--- src/sv/ctwvt_pkg.sv ---
// Package for the clip-to-window viewport transform.
// Holds register indexes, widths and shared fixed-point helpers; no dependencies.
package ctwvt_pkg;

  localparam int unsigned DataW  = 32;
  localparam int unsigned DepthW = 16;
  localparam int unsigned CfgIdxW = 3;
  localparam int unsigned RecipW = 34;  // quotient bits for 2^32 / v

  typedef enum logic [CfgIdxW-1:0] {
    RegScaleX  = 3'd0,
    RegScaleY  = 3'd1,
    RegOriginX = 3'd2,
    RegOriginY = 3'd3,
    RegDepthF  = 3'd4,
    RegDepthB  = 3'd5
  } cfg_reg_e;

  // 16.16 multiply: 64-bit product shifted right 16, low 32 bits
  function automatic logic [DataW-1:0] fx_mul(input logic signed [DataW-1:0] a,
                                               input logic signed [DataW-1:0] b);
    logic signed [2*DataW-1:0] p;
    begin
      p = a * b;
      fx_mul = p[DataW+15:16];
    end
  endfunction

  // clamp c to -w..w, lower bound first
  function automatic logic [DataW-1:0] clamp_w(input logic signed [DataW-1:0] c,
                                                input logic signed [DataW-1:0] w);
    logic signed [DataW-1:0] nw;
    logic signed [DataW-1:0] r;
    begin
      nw = -w;
      r = c;
      if (r < nw) r = nw;
      if (r > w) r = w;
      clamp_w = r;
    end
  endfunction

endpackage

--- src/sv/ctwvt_recip.sv ---
// Pipelined restoring reciprocal: truncated 2^32 / v, low 32 bits, 0 for v = 0.
// One quotient bit per stage, sideband travels alongside. Uses ctwvt_pkg.
module ctwvt_recip
  import ctwvt_pkg::*;
#(
  parameter int unsigned SideW = 8
) (
  input  logic              clk_i,
  input  logic              rst_ni,
  input  logic              valid_i,
  input  logic [DataW-1:0]  div_i,
  input  logic [SideW-1:0]  side_i,
  output logic              valid_o,
  output logic [DataW-1:0]  recip_o,
  output logic [SideW-1:0]  side_o
);

  localparam int unsigned NumSt = RecipW;
  localparam int unsigned RemW = DataW + 1;

  logic [NumSt:0]            vld_q;
  logic [RemW-1:0]           rem_q  [NumSt+1];
  logic [RecipW-1:0]         quo_q  [NumSt+1];
  logic [DataW-1:0]          mag_q  [NumSt+1];
  logic                      neg_q  [NumSt+1];
  logic [SideW-1:0]          side_q [NumSt+1];

  // stage 0: take magnitude and sign of the divisor
  always_ff @(posedge clk_i or negedge rst_ni) begin
    if (!rst_ni) vld_q[0] <= 1'b0;
    else         vld_q[0] <= valid_i;
  end
  always_ff @(posedge clk_i) begin
    neg_q[0]  <= div_i[DataW-1];
    mag_q[0]  <= div_i[DataW-1] ? (~div_i + 1'b1) : div_i;
    rem_q[0]  <= '0;
    quo_q[0]  <= '0;
    side_q[0] <= side_i;
  end

  // one dividend bit per stage; dividend is 2^32 (bit 32 only)
  for (genvar s = 0; s < NumSt; s++) begin : g_st
    localparam int unsigned BitPos = NumSt - 1 - s;
    logic [RemW:0]  trial;
    logic           dbit;
    assign dbit  = (BitPos == DataW);
    assign trial = {rem_q[s], dbit} - {2'b00, mag_q[s]};
    always_ff @(posedge clk_i or negedge rst_ni) begin
      if (!rst_ni) vld_q[s+1] <= 1'b0;
      else         vld_q[s+1] <= vld_q[s];
    end
    always_ff @(posedge clk_i) begin
      if (!trial[RemW]) begin
        rem_q[s+1] <= trial[RemW-1:0];
        quo_q[s+1] <= {quo_q[s][RecipW-2:0], 1'b1};
      end else begin
        rem_q[s+1] <= {rem_q[s][RemW-2:0], dbit};
        quo_q[s+1] <= {quo_q[s][RecipW-2:0], 1'b0};
      end
      mag_q[s+1]  <= mag_q[s];
      neg_q[s+1]  <= neg_q[s];
      side_q[s+1] <= side_q[s];
    end
  end

  // apply sign; zero divisor gives 0
  always_comb begin
    logic [DataW-1:0] q;
    q = quo_q[NumSt][DataW-1:0];
    if (mag_q[NumSt] == '0) recip_o = '0;
    else if (neg_q[NumSt])  recip_o = ~q + 1'b1;
    else                    recip_o = q;
  end
  assign valid_o = vld_q[NumSt];
  assign side_o  = side_q[NumSt];

endmodule

--- config.mk ---
export PLATFORM = sky130hd
export DESIGN_NAME = ctwvt_recip
export DESIGN_NICKNAME = d
export VERILOG_FILES = /design/src/sv/ctwvt_pkg.sv /design/src/sv/ctwvt_recip.sv
export SDC_FILE = /design/constraint.sdc
export NUM_CORES = 2
export LEC_CHECK = 0
export BUFFER_PORTS_ARGS = -buffer_cell sky130_fd_sc_hd__buf_2
export CORE_ASPECT_RATIO = 1.25
export CORE_MARGIN = 2
export CORE_UTILIZATION = 54
export CTS_CLUSTER_SIZE = 25
export DETAILED_ROUTE_END_ITERATION = 16
export HOLD_SLACK_MARGIN = 0.03
export PLACE_DENSITY = 0.7
export SLEW_MARGIN = 0
export SYNTH_ARGS = -nofsm -noshare
export SYNTH_HDL_FRONTEND = slang
export SYNTH_SLANG_ARGS = --single-unit
--- constraint.sdc ---
create_clock -name clk_i -period 9.3 [get_ports clk_i]
set_input_delay 1.86 -clock clk_i [delete_from_list [all_inputs] [get_ports clk_i]]
set_output_delay 1.86 -clock clk_i [all_outputs]
set_load 0.05 [all_outputs]
Yosys cells after proc, flatten, opt, wreduce, memory -nomap -nowiden
Memory sizes are Yosys's and may differ from the RTL's.
Cells that the tools add are included.
{ "totals": {"regBits": 35, "latch_bits": 0, "ramBits": 3780, "romBits": 0, "in_bits": 43, "out_inout_bits": 41, "wordCells": 286, "n_memories": 5} }
{ "mem_list": {"columns": ["name", "words", "word_bits", "read_ports", "rd_clocked_by_memory_dff", "write_ports", "line", "rtl"], "rows": [
  ["quo_q", 35, 34, 35, 0, 35, "ctwvt_recip.sv:23", "logic [RecipW-1:0] quo_q [NumSt+1];"],
  ["rem_q", 35, 33, 34, 0, 35, "ctwvt_recip.sv:22", "logic [RemW-1:0] rem_q [NumSt+1];"],
  ["mag_q", 35, 32, 35, 0, 35, "ctwvt_recip.sv:24", "logic [DataW-1:0] mag_q [NumSt+1];"],
  ["side_q", 35, 8, 35, 0, 35, "ctwvt_recip.sv:26", "logic [SideW-1:0] side_q [NumSt+1];"],
  ["neg_q", 35, 1, 35, 0, 35, "ctwvt_recip.sv:25", "logic neg_q [NumSt+1];"]
]} }
{ "classes": {"add_sub_neg": 36, "multipliers": 0, "div_mod_pow": 0, "order_cmp": 0, "n_eq_ne": 0, "shifts": 0, "muxes": 139, "bitwise": 70, "n_reduce_logical": 1} }
{ "ops": {"columns": ["operator", "count"], "rows": [
  ["$mux W34", 34],
  ["$sub A34 B32 Y34", 34],
  ["$mux W33", 34],
  ["$mux W32", 3],
  ["$mux W1", 68],
  ["$or A1 B1 Y1", 68],
  ["$add A32 B1 Y32 const B", 2],
  ["$not A32 Y32", 2],
  ["$logic_not A32 Y1", 1]
]} }

Longest topological paths before layout
An unclocked memory read counts as a cell.
{ "logic_depth": {"word_depth": 5, "depth_mapped": 16, "depth_no_buf": 14} }

Least setup slack after synthesis
Ideal clock, no wire load.
{ "synth_path": {"path_kind": "register -> output", "startpoint": "mem quo_q[34][0]", "endpoint": "out recip_o[28]", "t_arrival_ns": 3.291, "t_required_ns": 7.440, "slack_ns": 4.149, "stages_incl_launch_ff": 12, "path_buffers": 0, "cell_sequence": "dfxtp_1 inv_1 ha_1 nand2_1 or3_1 nand2b_1 or3_1 or4_1 or3_1 o31ai_1 xor2_1 nor2_1"} }
{ "synth_lines": {"columns": ["element", "line", "rtl"], "rows": [
  ["from (decl)", "ctwvt_recip.sv:23", null],
  ["to (decl)", "ctwvt_recip.sv:14", "output logic [DataW-1:0] recip_o,"]
]} }

==> results_dict.tcl <==
set metrics [dict create \
    synthCells 13159 \
    firstDrtPassIters 6 \
    worstPathCellList "inv_1 > ha_1 > nand2_1 > or3_1 > nand2b_1 > or3_1 > or4_1 > or3_1 > o31ai_1 > xor2_1 > nor2_1 > buf_2" \
    grt_usage 0.2243 \
    grt_max_degree 65 \
    tightestPinTransition_ps 1086 \
    slew_viol_final 0 \
    cp_slowest_cell "or4_1" \
    path_class "reg2out" \
    synth_flop_cell "dfxtp_1" \
    rsz0062_at_grt "no" \
    drv_cap 0 \
    cts_setup_buffers 0 \
    cts_root_buf "clkbuf_16" \
    core-area_sq_mm 0.2377 \
    area_growth_pct 11.00 \
    cts_resized 0 \
    place_congestion 0.9197 \
    grt_pass1_vias 91784 \
    fp.dieH_um 550.6 \
    synthSimpleGateAreaFrac 0.1011 \
    grt_overflow 0 \
    via_count 91603 \
    synth_top_family_by_area "compound AO/OA/AOI/OAI gates" \
    p_per_area_mw_per_mm2 438.7 \
    critPathMostFrequentCell "or3_1" \
    setup_viol 0 \
    crit_family "simple AND/OR/NAND/NOR gates" \
    min_period_over_period 0.6502 \
    hold_class "reg2reg" \
    r2r_cells 14 \
    synth_cell_type_count 103 \
    cts_inserted_buffers 303 \
    max-vdd-ir-drop_mv 0.2274 \
    async_flop_share 0.01134 \
    critPathMaxStageDelay_ps 520 \
    crit_required_ps 7440 \
    boundaryPins 84 \
    syn-mean-instance-area_sq_um 9.809 \
    worstHoldPathCells 0 \
    critical_path.max_fanout 5 \
    portBuffers 83 \
    yosysWarnings 0 \
    tritoncts "done" \
    num-fill-cells 19774 \
    grt_first_pass_wirelength_um 452600 \
    ys_ff_latch 3087 \
    synth_area_sq_mm 0.1291 \
    period_needed_ps 6046 \
    drive_gt1_frac 0.07172 \
    dpl.cell_count 16180 \
    post-route-worst-setup-slack_ps 3254 \
    power_mw 62.86 \
    fmax_ghz 0.1654 \
    nNetsFinal 14455 \
    clock_skew_ps 58.76 \
    seqCellArea_sq_mm 0.06197 \
    yosys.area_share.xor_xnor 0.06410 \
    post-place-ws_ps 4131 \
    hold_buffers 0 \
    hold_slack_ps 298.6 \
    worstPathArrival_ps 4190 \
    hold_violations 0 \
    p_leak_nw 66.30 \
    wl_per_cell_um 16.72 \
    worstSetupEndpointType "output pin" \
    synth_compound_area_frac 0.1630 \
    hpwl_um 215400 \
    antenna_found_initial 17 \
    synth_edf_count 0 \
    routed_wl_um 279600 \
    clk_path_buf_depth 4 \
    cp.buffers_inverters 2 \
    cts.htree.levels 5 \
    rows 200 \
    fin_setup_tns_ps 0 \
    clock-sinks 3087 \
    avgViaCountPerCell 5.477 \
    status "completed" \
    drt_iter0_drc 5079 \
    timing.critical_path.depth 12 \
    multiInputGateArea_sq_mm 0.06175 \
    die_area_sq_mm 0.2430 \
    startpoint_type "flop" \
    relSlewSlack 0.2686 \
    cts.clk_slew.worst_paths_ps 70 \
    synthAdderAreaFrac 0.1044 \
    insertion_delay_ps 880 \
    drc 0 \
    synth_mux_area_frac 0.04191 \
    die_w_um 441.3 \
    stdcell_count 16726 \
    synth-seq-area-share 0.4801 \
    ant_nets 0 \
    initial_utilization 0.5430 \
]
[per-stage QoR]
| step | area [sq um] | utilization |
|---|---|---|
| after floorplan | 129100 | - |
| after global placement | 133200 | 0.5601 |
| after detailed placement | 133200 | 0.5601 |
| after CTS | 143200 | 0.6025 |
| after global routing | 143300 | 0.6026 |
| final | 143300 | 0.6027 |
[logic make-up after synthesis]
group,count (synthesis)
compound gates,3330
flops,3087
simple gates,2758
buf+inv,1531
fa+ha+maj,1058
xor+xnor,937
mux,457
other cells,1
[state kept, by name (all words and copies together), names as in the netlist]
register,flops
neg_q,35
mag_q,1120
side_q,280
quo_q,528
valid_o,1
vld_q,34
rem_q,1089
[report_power, final]
part	switching [mW]	internal [mW]	total, mW
Combinational	16.9	13.3	30.2
Sequential	2.51	17.9	20.4
Clock	5.05	7.19	12.2
[synth_stat cells (25+ instances only)]
cell	number	share of area
mux2i_1	26	0.0020
nor2_1	553	0.016
nand3_1	200	0.0078
nand2_1	1052	0.031
dfrtp_1	35	0.0068
a211oi_1	96	0.0056
a21o_1	510	0.030
o21ai_1	227	0.0088
clkbuf_1	192	0.0056
xnor2_1	516	0.035
o21ai_0	775	0.030
and2_1	62	0.0030
o31ai_1	84	0.0049
nor3_1	121	0.0047
fa_1	32	0.0050
mux2_4	79	0.0092
buf_2	29	0.0011
dfxtp_1	3052	0.47
a21boi_0	25	0.0015
a41oi_1	33	0.0022
a31oi_1	90	0.0044
or3_1	59	0.0029
nand2b_1	191	0.0093
a21oi_1	829	0.032
mux2_1	172	0.015
o21bai_1	95	0.0055
nand4_1	96	0.0047
nand3b_1	34	0.0020
a211o_1	27	0.0018
o31a_1	35	0.0024
mux2_2	180	0.016
o211ai_1	60	0.0035
nor2b_1	154	0.0075
o21a_1	158	0.0092
inv_1	1278	0.037
ha_1	1026	0.099
nor4_1	37	0.0018
and3_1	97	0.0047
xor2_1	415	0.028
[cell type report]
cell class / instances / share of cell area
antenna: 14 / 0.0002445
multi-input combinational: 8556 / 0.4310
timing repair buffer: 118 / 0.004733
tap: 3131 / 0.02734
sequential: 3087 / 0.4326
clock buffer: 418 / 0.06065
clock inverter: 114 / 0.009728
inverter: 1288 / 0.03374
[worst paths after layout]
check | to | slack, ps | startpoint
setup / recovery | recip_o[28] | 3250 | quo_q[34][0]
hold / removal | side_q[11][1] | 300 | side_q[10][1]
setup reg to reg | rem_q[5][0] | 4820 | mag_q[19][1]
hold reg to reg | side_q[11][1] | 300 | side_q[10][1]
max in group asynchronous | vld_q[8] | 7810 | rst_ni
min in group asynchronous | valid_o | 1040 | rst_ni
[worst register-to-register path: stages, from the launching register on]
cell     delay [ps]
dfxtp_1         380
inv_1            70
ha_1            280
nor2b_1         130
o21a_1          180
o21ai_1         220
o31ai_1         170
o21a_1          290
a21oi_1         380
a31oi_1         240
a41oi_1         460
xor2_4          600
buf_4           450
inv_1           290
and2_1          230
[routing by layer]
metal | share of wire | up-vias | global-route usage
li1 | - | 45741 | -
met1 | 0.41 | 43130 | 0.2531
met2 | 0.51 | 2039 | 0.4221
met3 | 0.037 | 693 | 0.02855
met4 | 0.040 | 0 | 0.09070
met5 | 0 | - | 0
[layout by cell type, fill, tap and decap left out, types with 35 or more instances in the layout]
cell type | Yosys | routed
mux2_4 | 79 | 79
o21ai_1 | 227 | 227
nand3_1 | 200 | 200
nor3_1 | 121 | 121
and3_1 | 97 | 97
nand4_1 | 96 | 96
inv_1 | 1278 | 1278
and2_1 | 62 | 62
nor2b_1 | 154 | 154
clkbuf_1 | 192 | 52
or3_1 | 59 | 59
buf_4 | 0 | 35
nor4_1 | 37 | 37
clkbuf_16 | 0 | 307
nand2_1 | 1052 | 1052
a21o_1 | 510 | 510
clkbuf_8 | 0 | 59
o31a_1 | 35 | 35
nor2_1 | 553 | 552
clkinv_2 | 0 | 46
ha_1 | 1026 | 1026
a211oi_1 | 96 | 96
mux2_1 | 172 | 172
o211ai_1 | 60 | 60
a21oi_1 | 829 | 829
mux2_2 | 180 | 180
dfrtp_1 | 35 | 35
o21a_1 | 158 | 158
o21ai_0 | 775 | 775
xor2_1 | 415 | 397
buf_2 | 29 | 83
a31oi_1 | 90 | 90
xnor2_1 | 516 | 509
nand2b_1 | 191 | 191
o31ai_1 | 84 | 84
o21bai_1 | 95 | 95
dfxtp_1 | 3052 | 3052
(Power assumes the default switching activity.)
